**src/rtl/lpfr_pkg.sv**
```systemverilog
// Shared types and constants for the length-prefixed frame responder.
package lpfr_pkg;

  localparam int unsigned QUEUE_DEPTH = 4;
  localparam int unsigned QUEUE_AW    = $clog2(QUEUE_DEPTH);

  localparam logic [7:0] SYNC_RESET  = 8'hAA;
  localparam logic [7:0] REPLY_RESET = 8'hA4;

  // Fixed bytes of the acknowledgement reply.
  localparam logic [7:0] REPLY_ZERO = 8'h00;
  localparam logic [7:0] REPLY_TWO  = 8'h02;

  localparam logic [7:0] CFG_SYNC_BYTE     = 8'd0;
  localparam logic [7:0] CFG_REPLY_COMMAND = 8'd1;

  localparam int unsigned OUT_TDATA_W = 32;

  typedef enum logic [1:0] {
    PH_HUNT   = 2'd0,
    PH_LEN_HI = 2'd1,
    PH_LEN_LO = 2'd2,
    PH_BODY   = 2'd3
  } phase_e;

  // Position within the run of results caused by one checksum byte.
  typedef enum logic [2:0] {
    IT_REPORT = 3'd0,
    IT_SYNC   = 3'd1,
    IT_ZERO_A = 3'd2,
    IT_TWO    = 3'd3,
    IT_CMD_A  = 3'd4,
    IT_ZERO_B = 3'd5,
    IT_CMD_B  = 3'd6
  } item_e;

  // One finished frame, handed from the parser to the emitter.
  typedef struct packed {
    logic [7:0]  sync;
    logic [7:0]  cmd;
    logic [15:0] len;
    logic        match;
    logic        bad;
    logic        reply;
  } frame_evt_t;

endpackage

```
**src/rtl/lpfr_parser.sv**
```systemverilog
// Front part: configuration registers and the byte-level frame parser.
module lpfr_parser (
  input  logic                clk_i,
  input  logic                rst_ni,
  input  logic                cfg_valid_i,
  input  logic [7:0]          cfg_index_i,
  input  logic [7:0]          cfg_data_i,
  input  logic                byte_valid_i,
  input  logic [7:0]          byte_i,
  output logic                evt_push_o,
  output lpfr_pkg::frame_evt_t evt_o
);

  logic [7:0]       sync_q, reply_q;
  lpfr_pkg::phase_e phase_q, phase_d;
  logic [15:0]      len_q, len_d;
  logic [16:0]      left_q, left_d;
  logic [7:0]       sum_q, sum_d;
  logic [7:0]       cmd_q, cmd_d;
  logic             first_q, first_d;
  logic             frame_end;

  always_ff @(posedge clk_i or negedge rst_ni) begin
    if (!rst_ni) begin
      sync_q  <= lpfr_pkg::SYNC_RESET;
      reply_q <= lpfr_pkg::REPLY_RESET;
    end else if (cfg_valid_i) begin
      if (cfg_index_i == lpfr_pkg::CFG_SYNC_BYTE) begin
        sync_q <= cfg_data_i;
      end else if (cfg_index_i == lpfr_pkg::CFG_REPLY_COMMAND) begin
        reply_q <= cfg_data_i;
      end
    end
  end

  always_ff @(posedge clk_i or negedge rst_ni) begin
    if (!rst_ni) begin
      phase_q <= lpfr_pkg::PH_HUNT;
      len_q   <= '0;
      left_q  <= '0;
      sum_q   <= '0;
      cmd_q   <= '0;
      first_q <= 1'b0;
    end else begin
      phase_q <= phase_d;
      len_q   <= len_d;
      left_q  <= left_d;
      sum_q   <= sum_d;
      cmd_q   <= cmd_d;
      first_q <= first_d;
    end
  end

  assign frame_end = (left_q <= 17'd1);

  always_comb begin
    phase_d = phase_q;
    len_d   = len_q;
    left_d  = left_q;
    sum_d   = sum_q;
    cmd_d   = cmd_q;
    first_d = first_q;
    evt_push_o = 1'b0;
    if (byte_valid_i) begin
      case (phase_q)
        lpfr_pkg::PH_HUNT: begin
          if (byte_i == sync_q) begin
            phase_d = lpfr_pkg::PH_LEN_HI;
          end
        end
        lpfr_pkg::PH_LEN_HI: begin
          len_d   = {byte_i, 8'h00};
          phase_d = lpfr_pkg::PH_LEN_LO;
        end
        lpfr_pkg::PH_LEN_LO: begin
          len_d   = {len_q[15:8], byte_i};
          left_d  = {1'b0, len_q[15:8], byte_i} + 17'd1;
          sum_d   = '0;
          cmd_d   = '0;
          first_d = 1'b1;
          phase_d = lpfr_pkg::PH_BODY;
        end
        lpfr_pkg::PH_BODY: begin
          if (frame_end) begin
            evt_push_o = 1'b1;
            left_d     = '0;
            first_d    = 1'b0;
            phase_d    = lpfr_pkg::PH_HUNT;
          end else begin
            if (first_q) begin
              cmd_d   = byte_i;
              first_d = 1'b0;
            end
            sum_d  = sum_q + byte_i;
            left_d = left_q - 17'd1;
          end
        end
        default: phase_d = lpfr_pkg::PH_HUNT;
      endcase
    end
  end

  // The event carries everything the emitter needs, so no register value is
  // looked at after the checksum byte.
  always_comb begin
    evt_o.sync  = sync_q;
    evt_o.len   = len_q;
    evt_o.bad   = (len_q == 16'd0);
    evt_o.cmd   = evt_o.bad ? 8'h00 : cmd_q;
    evt_o.match = (sum_q == byte_i);
    evt_o.reply = !evt_o.bad && (cmd_q == reply_q);
  end

endmodule

```
**src/rtl/lpfr_queue.sv**
```systemverilog
// Short event queue between the parser and the emitter.
module lpfr_queue (
  input  logic                 clk_i,
  input  logic                 rst_ni,
  input  logic                 push_i,
  input  lpfr_pkg::frame_evt_t data_i,
  output logic                 full_o,
  input  logic                 pop_i,
  output logic                 valid_o,
  output lpfr_pkg::frame_evt_t data_o
);

  lpfr_pkg::frame_evt_t           slot_q [lpfr_pkg::QUEUE_DEPTH];
  logic [lpfr_pkg::QUEUE_AW:0]    wr_ptr_q, rd_ptr_q;

  always_ff @(posedge clk_i) begin
    if (push_i) begin
      slot_q[wr_ptr_q[lpfr_pkg::QUEUE_AW-1:0]] <= data_i;
    end
  end

  always_ff @(posedge clk_i or negedge rst_ni) begin
    if (!rst_ni) begin
      wr_ptr_q <= '0;
      rd_ptr_q <= '0;
    end else begin
      if (push_i) begin
        wr_ptr_q <= wr_ptr_q + 1'b1;
      end
      if (pop_i) begin
        rd_ptr_q <= rd_ptr_q + 1'b1;
      end
    end
  end

  assign full_o  = (wr_ptr_q[lpfr_pkg::QUEUE_AW] != rd_ptr_q[lpfr_pkg::QUEUE_AW]) &&
                   (wr_ptr_q[lpfr_pkg::QUEUE_AW-1:0] == rd_ptr_q[lpfr_pkg::QUEUE_AW-1:0]);
  assign valid_o = (wr_ptr_q != rd_ptr_q);
  assign data_o  = slot_q[rd_ptr_q[lpfr_pkg::QUEUE_AW-1:0]];

endmodule

```
**src/rtl/lpfr_emitter.sv**
```systemverilog
// Back part: turns each frame event into a report and an optional reply.
module lpfr_emitter (
  input  logic                             clk_i,
  input  logic                             rst_ni,
  input  logic                             evt_valid_i,
  input  lpfr_pkg::frame_evt_t             evt_i,
  output logic                             evt_pop_o,
  output logic                             out_valid_o,
  input  logic                             out_ready_i,
  output logic [lpfr_pkg::OUT_TDATA_W-1:0] out_data_o,
  output logic                             out_kind_o,
  output logic                             out_last_o
);

  logic                 busy_q, busy_d;
  lpfr_pkg::item_e      idx_q, idx_d;
  lpfr_pkg::frame_evt_t evt_q;
  logic                 done;
  logic [7:0]           value;
  logic                 match, bad;
  logic [15:0]          len;

  assign out_valid_o = busy_q;
  assign out_last_o  = (idx_q == lpfr_pkg::IT_CMD_B) ||
                       ((idx_q == lpfr_pkg::IT_REPORT) && !evt_q.reply);
  assign done        = busy_q && out_ready_i && out_last_o;
  assign evt_pop_o   = evt_valid_i && (!busy_q || done);

  always_comb begin
    busy_d = busy_q;
    idx_d  = idx_q;
    if (evt_pop_o) begin
      busy_d = 1'b1;
      idx_d  = lpfr_pkg::IT_REPORT;
    end else if (done) begin
      busy_d = 1'b0;
    end else if (busy_q && out_ready_i) begin
      idx_d = lpfr_pkg::item_e'(idx_q + 3'd1);
    end
  end

  always_ff @(posedge clk_i or negedge rst_ni) begin
    if (!rst_ni) begin
      busy_q <= 1'b0;
      idx_q  <= lpfr_pkg::IT_REPORT;
    end else begin
      busy_q <= busy_d;
      idx_q  <= idx_d;
    end
  end

  always_ff @(posedge clk_i) begin
    if (evt_pop_o) begin
      evt_q <= evt_i;
    end
  end

  always_comb begin
    match = 1'b0;
    bad   = 1'b0;
    len   = '0;
    case (idx_q)
      lpfr_pkg::IT_REPORT: begin
        value = evt_q.cmd;
        match = evt_q.match;
        bad   = evt_q.bad;
        len   = evt_q.len;
      end
      lpfr_pkg::IT_SYNC:   value = evt_q.sync;
      lpfr_pkg::IT_ZERO_A: value = lpfr_pkg::REPLY_ZERO;
      lpfr_pkg::IT_TWO:    value = lpfr_pkg::REPLY_TWO;
      lpfr_pkg::IT_CMD_A:  value = evt_q.cmd;
      lpfr_pkg::IT_ZERO_B: value = lpfr_pkg::REPLY_ZERO;
      lpfr_pkg::IT_CMD_B:  value = evt_q.cmd;
      default:             value = lpfr_pkg::REPLY_ZERO;
    endcase
  end

  assign out_kind_o = (idx_q != lpfr_pkg::IT_REPORT);
  assign out_data_o = {6'd0, len, bad, match, value};

  a_idx_range: assert property (@(posedge clk_i) disable iff (!rst_ni)
    busy_q |-> (idx_q <= lpfr_pkg::IT_CMD_B))
    else $error("reply index ran past the last reply byte");

  a_reply_only: assert property (@(posedge clk_i) disable iff (!rst_ni)
    (busy_q && (idx_q != lpfr_pkg::IT_REPORT)) |-> evt_q.reply)
    else $error("reply byte emitted for a frame that takes no reply");

  a_pop_loads: assert property (@(posedge clk_i) disable iff (!rst_ni)
    evt_pop_o |=> (busy_q && (idx_q == lpfr_pkg::IT_REPORT)))
    else $error("new frame event did not start with its report");

  a_no_early_pop: assert property (@(posedge clk_i) disable iff (!rst_ni)
    (busy_q && !out_ready_i) |-> !evt_pop_o)
    else $error("event taken while the current result is stalled");

endmodule

```
**src/rtl/length_prefixed_frame_responder_top.sv**
```systemverilog
// Top level of the length-prefixed frame responder.
//
// Received serial bytes enter on the s_axis channel, one per transfer. The
// parser hunts for the sync byte, reads a big-endian 16-bit body length,
// the body and a checksum byte, and on the checksum byte queues one frame
// event. The emitter turns each event into a report on m_axis (tuser 0),
// followed by six reply bytes (tuser 1) when the body is not empty and its
// command matches the reply command register; tlast marks the final result
// of a frame. Input runs at one byte per cycle while the four-entry event
// queue has room. Output runs at one result per cycle while m_axis_tready
// is high, a matching frame gives seven results, and the input stalls only
// once the queue is full. A frame's event is written into the queue on its
// checksum byte and, once the emitter is free, into the emitter's register.
// Reset returns the parser to sync hunting, empties the queue and restores
// the sync byte (0xAA) and reply command (0xA4). A stalled receiver holds the
// current result steady; the parser keeps taking bytes until the queue fills.
// Configuration writes through cfg_* are always taken at once.
module length_prefixed_frame_responder_top (
  input  logic        clk_i,
  input  logic        rst_ni,
  input  logic        cfg_valid_i,
  output logic        cfg_ready_o,
  input  logic [7:0]  cfg_index_i,
  input  logic [7:0]  cfg_data_i,
  input  logic        s_axis_tvalid,
  output logic        s_axis_tready,
  input  logic [7:0]  s_axis_tdata,   // [7:0] rx_byte
  output logic        m_axis_tvalid,
  input  logic        m_axis_tready,
  // [7:0] data_value, [8] sum_matches, [9] frame_malformed,
  // [25:10] body_length, [31:26] zero
  output logic [31:0] m_axis_tdata,
  output logic        m_axis_tuser,   // [0] item_kind
  output logic        m_axis_tlast    // last_of_run
);

  logic                 q_full, q_valid, q_pop, evt_push, byte_take;
  lpfr_pkg::frame_evt_t evt_in, evt_out;

  assign cfg_ready_o   = 1'b1;
  assign s_axis_tready = !q_full;
  assign byte_take     = s_axis_tvalid && !q_full;

  lpfr_parser u_parser (
    .clk_i        (clk_i),
    .rst_ni       (rst_ni),
    .cfg_valid_i  (cfg_valid_i),
    .cfg_index_i  (cfg_index_i),
    .cfg_data_i   (cfg_data_i),
    .byte_valid_i (byte_take),
    .byte_i       (s_axis_tdata),
    .evt_push_o   (evt_push),
    .evt_o        (evt_in)
  );

  lpfr_queue u_queue (
    .clk_i   (clk_i),
    .rst_ni  (rst_ni),
    .push_i  (evt_push),
    .data_i  (evt_in),
    .full_o  (q_full),
    .pop_i   (q_pop),
    .valid_o (q_valid),
    .data_o  (evt_out)
  );

  lpfr_emitter u_emitter (
    .clk_i       (clk_i),
    .rst_ni      (rst_ni),
    .evt_valid_i (q_valid),
    .evt_i       (evt_out),
    .evt_pop_o   (q_pop),
    .out_valid_o (m_axis_tvalid),
    .out_ready_i (m_axis_tready),
    .out_data_o  (m_axis_tdata),
    .out_kind_o  (m_axis_tuser),
    .out_last_o  (m_axis_tlast)
  );

endmodule
```
**config.mk**
```make
export PLATFORM = sky130hd
export DESIGN_NAME = length_prefixed_frame_responder_top
export DESIGN_NICKNAME = d
export VERILOG_FILES = /design/src/rtl/lpfr_pkg.sv /design/src/rtl/lpfr_parser.sv /design/src/rtl/lpfr_queue.sv /design/src/rtl/lpfr_emitter.sv /design/src/rtl/length_prefixed_frame_responder_top.sv
export SDC_FILE = /design/constraint.sdc
export NUM_CORES = 1
export LEC_CHECK = 0
export ABC_AREA = 0
export BUFFER_PORTS_ARGS = -buffer_cell sky130_fd_sc_hd__buf_2
export CAP_MARGIN = 20
export CORE_MARGIN = 2
export CORE_UTILIZATION = 41
export DETAILED_ROUTE_END_ITERATION = 8
export SYNTH_ARGS = -nofsm -noshare
export SYNTH_HDL_FRONTEND = slang
export SYNTH_SLANG_ARGS = --single-unit
```
**constraint.sdc**
```tcl
create_clock -name clk_i -period 3.6 [get_ports clk_i]
set_clock_uncertainty 0.15 [all_clocks]
set_input_delay 0.18 -clock clk_i [delete_from_list [all_inputs] [get_ports clk_i]]
set_output_delay 0.18 -clock clk_i [all_outputs]
set_load 0.02 [all_outputs]
```
==> results.py, run 1 <==
metrics = {
    "outcome": {
        "status": "finished, final reports clean",
    },
    "worst_setup_path": {
        "start_kind": "flip-flop",
        "crit_path_max_fanout": 18,
        "crit_chain": "ha_1 -> buf_4 -> inv_1 -> a311oi_1 -> o211ai_1 -> nand3b_1",
        "endpoint_kind": "flip-flop",
        "crit_buf_inv": 2,
        "reg2reg_from": "u_parser.phase_q[1]",
        "crit_path_top_delay_cell": "a311oi_1",
        "criticalPathCategory": "flip-flop to flip-flop",
        "slowest_delay_ps": 760,
        "r2r_end": "u_parser.sum_q[7]",
        "cpLargestDelayFamily": "compound AO/OA/AOI/OAI gates",
        "rr_worst_depth": 6,
        "required_ps": 3900,
        "arrival_ps": 3150,
        "r2r_slack_ps": 760,
    },
    "cells_and_area": {
        "fillerInstances": 2312,
        "n_antenna_cell": 0,
        "fin_cells": 1209,
        "drive_gt1_share_pct": 22.2,
        "stdcell_area_um2": 12900,
        "area_growth_pct": 15.9,
        "regArea_um2": 7220,
        "multiInputGateArea_um2": 3670,
        "utilization_pct": 48.1,
        "nets": 903,
    },
    "timing": {
        "rsz0062_at_grt": "false",
        "worst_pin_slew_ps": 935,
        "maxSlewHeadroom_pct": 37.2,
        "fin_crit_ps": 2840,
        "finalMaxSlewViolations": 0,
        "hold_viol_final": 0,
        "setup_viol": 0,
        "final.setup.tns_ps": 0,
        "post-route-period-util_pct": 79.0,
        "clock.fmax_mhz": 352,
    },
    "logic_synthesis": {
        "synth_top_area_share_pct": 47.1,
        "yosysSeqAreaShare_pct": 64.6,
        "synthDistinctLibCells": 69,
        "yosysTopAreaCell": "edfxtp_1",
        "synth_simple_gate_area_share_pct": 10.0,
        "ys_top_cells_by_area": "edfxtp_1 47%, dfrtp_1 16%, mux4_2 7.1%, ha_1 2.7%, xnor2_1 2.2%",
        "synth_xor_xnor_area_share_pct": 3.06,
        "synth-edff-count": 175,
        "synthMuxAreaShare_pct": 9.70,
        "syn_avg_cell_area_um2": 14.6,
        "synth.most_common_cell": "edfxtp_1",
        "syn_area_um2": 11200,
        "ys_ff_latch": 253,
        "synth_cells": 763,
        "synthAdderAreaFrac_pct": 2.87,
        "synth_top_family_by_area": "simple AND/OR/NAND/NOR gates",
        "yosysWarningCount": 0,
        "synth_ff_type": "edfxtp_1",
        "synth_compound_area_share_pct": 6.83,
        "async_flop_share_pct": 30.8,
        "synth_common_cells": "175 x edfxtp_1, 71 x dfrtp_1, 60 x nand2_1",
    },
    "clock_network": {
        "cts_sinks": 253,
        "clk_pin_slew_ps": 60,
        "cts_tree": "built",
        "cts_buffers": 27,
        "insertion_delay_ps": 530,
        "ctsHtreeMaxLevel": 1,
        "root_buffer": "clkbuf_16",
        "post_cts_buffers": 0,
        "cts_buffer_depth": 3,
    },
    "die": {
        "dieHeight_um": 169,
        "start_util_pct": 41.5,
        "die_x_um": 169,
        "std_cell_rows": 60,
        "io-pin-count": 66,
        "die_area_um2": 28600,
        "coreArea_um2": 26900,
    },
    "routing": {
        "firstDrtPassIters": 6,
        "totalWireLength_um": 23600,
        "dr.first_iter.drc_count": 389,
        "post-route-drc-count": 0,
        "ant_nets": 0,
        "vias_per_cell": 5.40,
        "num_vias": 6533,
        "wl_per_cell_um": 19.5,
    },
    "pwr": {
        "leakagePower_nw": 4.83,
        "powerDensity_nw_per_um2": 774,
        "vdd.ir_drop.worst_mv": 0.557,
    },
    "placement": {
        "dpl_cell_area_um2": 11900,
        "gp_congestion": 0.794,
        "placed_cells": 1140,
        "place_hpwl_um": 14700,
        "io_buffers": 58,
    },
    "global_route": {
        "grt_pass1_vias": 6621,
        "grt_max_degree": 79,
        "grt_pass1_wl_um": 37500,
        "grt_antenna_before_repair": 0,
        "grt_usage_pct": 16.8,
        "grt.overflow.total": 0,
    },
    "run": {
        "max_cap_viol_count": 0,
    },
    "min_path": {
        "holdCritPathClass": "primary input to flip-flop",
        "min-delay-start": "cfg_index_i[0]",
        "holdPathEnd": "u_parser.sync_q[0]",
        "holdPathStages": 3,
    },
}
[state kept, by name (all words and copies together) (netlist names), 8 cells and up]
signal            flops
u_parser.sum_q        8
u_queue.slot_q      140
u_parser.len_q       16
u_parser.cmd_q        8
u_parser.sync_q       8
u_emitter.evt_q      35
u_parser.left_q      17
u_parser.reply_q      8
[layout make-up]
type	instances	area share (%)
clock inverters	16	1.26
clock buffers	32	5.37
multi-input cells	447	28.3
well taps	341	3.30
inverters	28	0.812
flip-flops and latches	253	55.8
repair buffers	92	5.16
[worst max path at each step]
stage	slack, ps	cells past startpoint	start	endpoint
after global placement	810	6	u_parser.phase_q[1]	u_parser.left_q[15]
after CTS	760	6	u_parser.phase_q[1]	u_parser.sum_q[7]
after global routing	490	6	u_parser.phase_q[1]	u_parser.sum_q[7]
after detailed placement	790	6	u_parser.phase_q[1]	u_parser.left_q[15]
final	760	6	u_parser.phase_q[1]	u_parser.sum_q[7]
after floorplan	700	6	u_emitter.idx_q[0]	u_queue.rd_ptr_q[1]
[tightest hold or removal path, stage by stage]
cell	delay, ps
buf_2	90
nor2_1	150
mux2_2	260
[through the flow]
stage	hold WS, ps	total power (W)	worst slack (ps)
floorplan	-266	0.00648	700
global placement	286	0.00735	810
detailed placement	288	0.00740	788
CTS	19.2	0.0101	760
global route	62.8	0.0106	493
finish	35.5	0.0100	757
[cells by family (layout without fill, tap and decap cells)]
kind of cell	count (synthesis)	after routing
DFF	253	253
other	2	7
xor gates and xnor gates	39	39
muxes	62	62
and+or+nand+nor	210	210
AOI/OAI and AO/OA	104	104
adders and majority gates	25	25
buffers and inverters	68	168
[metal layers]
layer / wire length [um] / vias to the layer above / track usage, %
met4: 326 / 0 / 3.79
met1: 10600 / 3282 / 23.4
met5: 0 / - / 0
met2: 11400 / 170 / 28.1
li1: - / 3058 / -
met3: 1250 / 23 / 2.53
[placed cells by master, fill, tap and decap left out, drive strengths merged, types with 26 or more instances in the layout]
master / instances
buf: 72
clkbuf: 32
dfrtp: 71
edfxtp: 175
inv: 30
mux4: 35
nand2: 60
nor2: 26
o21ai: 35
xnor2: 28
[timing repair]
| action | in CTS | in global routing |
|---|---|---|
| gates resized for setup | 0 | 0 |
| endpoints found under the hold margin | 116 | 11 |
| setup endpoints to repair | 0 | 0 |
| hold buffers | 19 | 1 |
[report_power, final]
part / switching (W) / internal [W]
logic: 0.00182 / 0.00126
clock network: 0.00109 / 0.00159
registers: 0.000455 / 0.00381
(Power assumes the default switching activity.)
==> run 2: changes to the inputs <==
==> constraint.sdc (replaced) <==
create_clock -name clk_i -period 2.48 [get_ports clk_i]
set_clock_uncertainty 0.15 [all_clocks]
set_input_delay 0.124 -clock clk_i [delete_from_list [all_inputs] [get_ports clk_i]]
set_output_delay 0.124 -clock clk_i [all_outputs]
set_load 0.02 [all_outputs]
==> run 2 against run 1 <==
  * The flow now finishes with violations (negative hold slack)
  * Die area unchanged
  * Routed wire length rose by 3.4%
  * Register-to-register slack got worse by 680 ps
  * Sequential power rose by 45%
  * Global-route usage increased by 0.62 points
  * Sequential cell count unchanged
  * Largest power group unchanged
  * Count of clock-buffer cells in the layout rose by 7
  * Final area rose by 3.5%
==> results.py, run 2 (synthesis gave the netlist of run 1 again) <==
metrics = {
    "pwr": {
        "seq_power_share_pct": 41.0,
        "vdd.ir_drop.worst_mv": 0.660,
        "total_power_w": 0.0151,
        "clkPwrFrac_pct": 26.9,
        "powerDensity_nw_per_um2": 1130,
        "leakagePower_nw": 5.08,
        "switching_power_w": 0.00502,
        "swShare_pct": 33.3,
        "power.combinational.fraction_pct": 32.0,
        "p_int_w": 0.0101,
    },
    "worst_setup_path": {
        "cp-endpoint": "u_parser.left_q[14]",
        "start_kind": "flip-flop",
        "endpoint_kind": "flip-flop",
        "criticalPathCategory": "flip-flop to flip-flop",
        "reg2reg_from": "u_parser.left_q[5]",
        "rr_worst_depth": 6,
        "required_ps": 2740,
        "r2r_end": "u_parser.left_q[14]",
        "r2r_slack_ps": 70,
        "cp-startpoint": "u_parser.left_q[5]",
        "crit_path_max_fanout": 6,
        "arrival_ps": 2660,
    },
    "global_route": {
        "grt_pass1_wl_um": 38600,
        "grt_pass1_vias": 6833,
        "grt_max_degree": 42,
        "grt_usage_pct": 17.4,
        "grt_antenna_before_repair": 0,
        "grt.overflow.total": 0,
    },
    "cells_and_area": {
        "drive_gt1_share_pct": 26.5,
        "layout_commonest_cell": "edfxtp_1",
        "area_growth_pct": 20.0,
        "nets": 942,
        "layout_common_cells": "175 x edfxtp_1, 69 x dfrtp_1, 60 x nand2_1",
        "n_antenna_cell": 0,
        "largest_reg_flops": 140,
    },
    "timing": {
        "hold_viol_final": 2,
        "setup_viol": 0,
        "fin_hold_ws_ps": -1.76,
        "worst_pin_slew_ps": 766,
        "post-route-period-util_pct": 97.0,
        "maxSlewHeadroom_pct": 48.9,
        "clock.fmax_mhz": 416,
        "timing.final.ws_setup_ps": 74.7,
        "finalMaxSlewViolations": 0,
        "fin_crit_ps": 2410,
    },
    "run": {
        "max_cap_viol_count": 0,
    },
    "clock_network": {
        "clk_pin_slew_ps": 60,
        "cts_buffer_depth": 3,
        "cts_sinks": 253,
        "cts_buffers": 27,
        "cts_tree": "built",
        "ctsHtreeMaxLevel": 1,
        "root_buffer": "clkbuf_16",
        "insertion_delay_ps": 530,
    },
    "die": {
        "die_area_um2": 28600,
        "coreArea_um2": 26900,
        "start_util_pct": 41.5,
        "die_x_um": 169,
        "io-pin-count": 66,
        "dieHeight_um": 169,
        "std_cell_rows": 60,
    },
    "routing": {
        "ant_nets": 0,
        "num_vias": 6612,
        "dr.first_iter.drc_count": 366,
        "vias_per_cell": 5.29,
        "post-route-drc-count": 0,
        "firstDrtPassIters": 5,
        "totalWireLength_um": 24300,
        "wl_per_cell_um": 19.5,
    },
    "outcome": {
        "status": "complete, but fails checks",
        "failed_checks": "negative hold slack",
    },
    "placement": {
        "gp_congestion": 0.845,
        "io_buffers": 58,
        "place_hpwl_um": 16100,
        "pre_cts_ws_ps": 67.7,
    },
    "min_path": {
        "holdCritPathClass": "primary input to asynchronous set/reset pin",
    },
}
run 2: cell count changes in the layout (fill, tap and decap cells not counted), sizes merged:
cell,before,now
buf,72,109
clkbuf,32,39
clkinv,9,5
dlygate4sd3,20,22
bufinv,3,2
clkinvlp,2,1
inv,30,31
run 2: timing repair:
| action | in CTS | in global routing |
|---|---|---|
| setup buffers | 0 | 1 |
| gates resized for setup | 1 | 8 |
| pin swaps | 0 | 1 |
| hold endpoints to repair | 123 | 0 |
| endpoints found under the setup margin | 1 | 147 |
| hold buffers | 22 | 0 |
run 2: power by group through the flow:
stage          Combinational [W]  Sequential (W)  Clock [W]
6_report                 0.00483         0.00619    0.00406
5_1_grt                  0.00534         0.00629    0.00435
4_1_cts                  0.00484         0.00617    0.00416
3_5_place_dp             0.00477         0.00625          0
3_3_place_gp             0.00471         0.00622          0
2_1_floorplan            0.00338         0.00603          0
run 2: cell type report:
class / instances / area (um2)
Inverter: 28 / 105
Tap cell: 341 / 427
Fill cell: 2300 / 13500
Sequential cell: 253 / 7220
Clock inverter: 11 / 118
Timing Repair Buffer: 131 / 1030
Clock buffer: 39 / 793
Multi-Input combinational cell: 447 / 3700
run 2: how the worst min path moves through the flow:
stage and end:
2_1_floorplan u_emitter.idx_q[0], 3_3_place_gp u_parser.left_q[6], 3_5_place_dp u_parser.left_q[6], 4_1_cts u_parser.left_q[1], 5_1_grt u_parser.left_q[3], 6_report u_parser.left_q[2]
run 2: critical path, stage by stage (launching register included):
cell and delay (ps):
dfrtp_1 410, buf_4 160, or4_4 540, or3_4 420, nor3_2 170, o21ai_1 70
a221o_1 370
run 2: per-layer routing:
| layer | routed length [um] | GRT usage (%) | up-vias |
|---|---|---|---|
| li1 | - | - | 3126 |
| met1 | 11300 | 24.8 | 3303 |
| met2 | 11500 | 28.5 | 143 |
| met3 | 996 | 2.36 | 40 |
| met4 | 512 | 4.42 | 0 |
| met5 | 0 | 0 | - |
run 2: metrics by stage:
| stage | instance area, um2 | TNS (ps) | cells | utilization, % |
|---|---|---|---|---|
| 2_1_floorplan | 11200 | -3180 | 768 | - |
| 3_3_place_gp | 12200 | 0 | 1177 | 45.4 |
| 3_5_place_dp | 12200 | 0 | 1177 | 45.4 |
| 4_1_cts | 13300 | 0 | 1249 | 49.6 |
| 5_1_grt | 13400 | -3.53 | 1250 | 49.8 |
| 6_report | 13400 | 0 | 1250 | 49.8 |
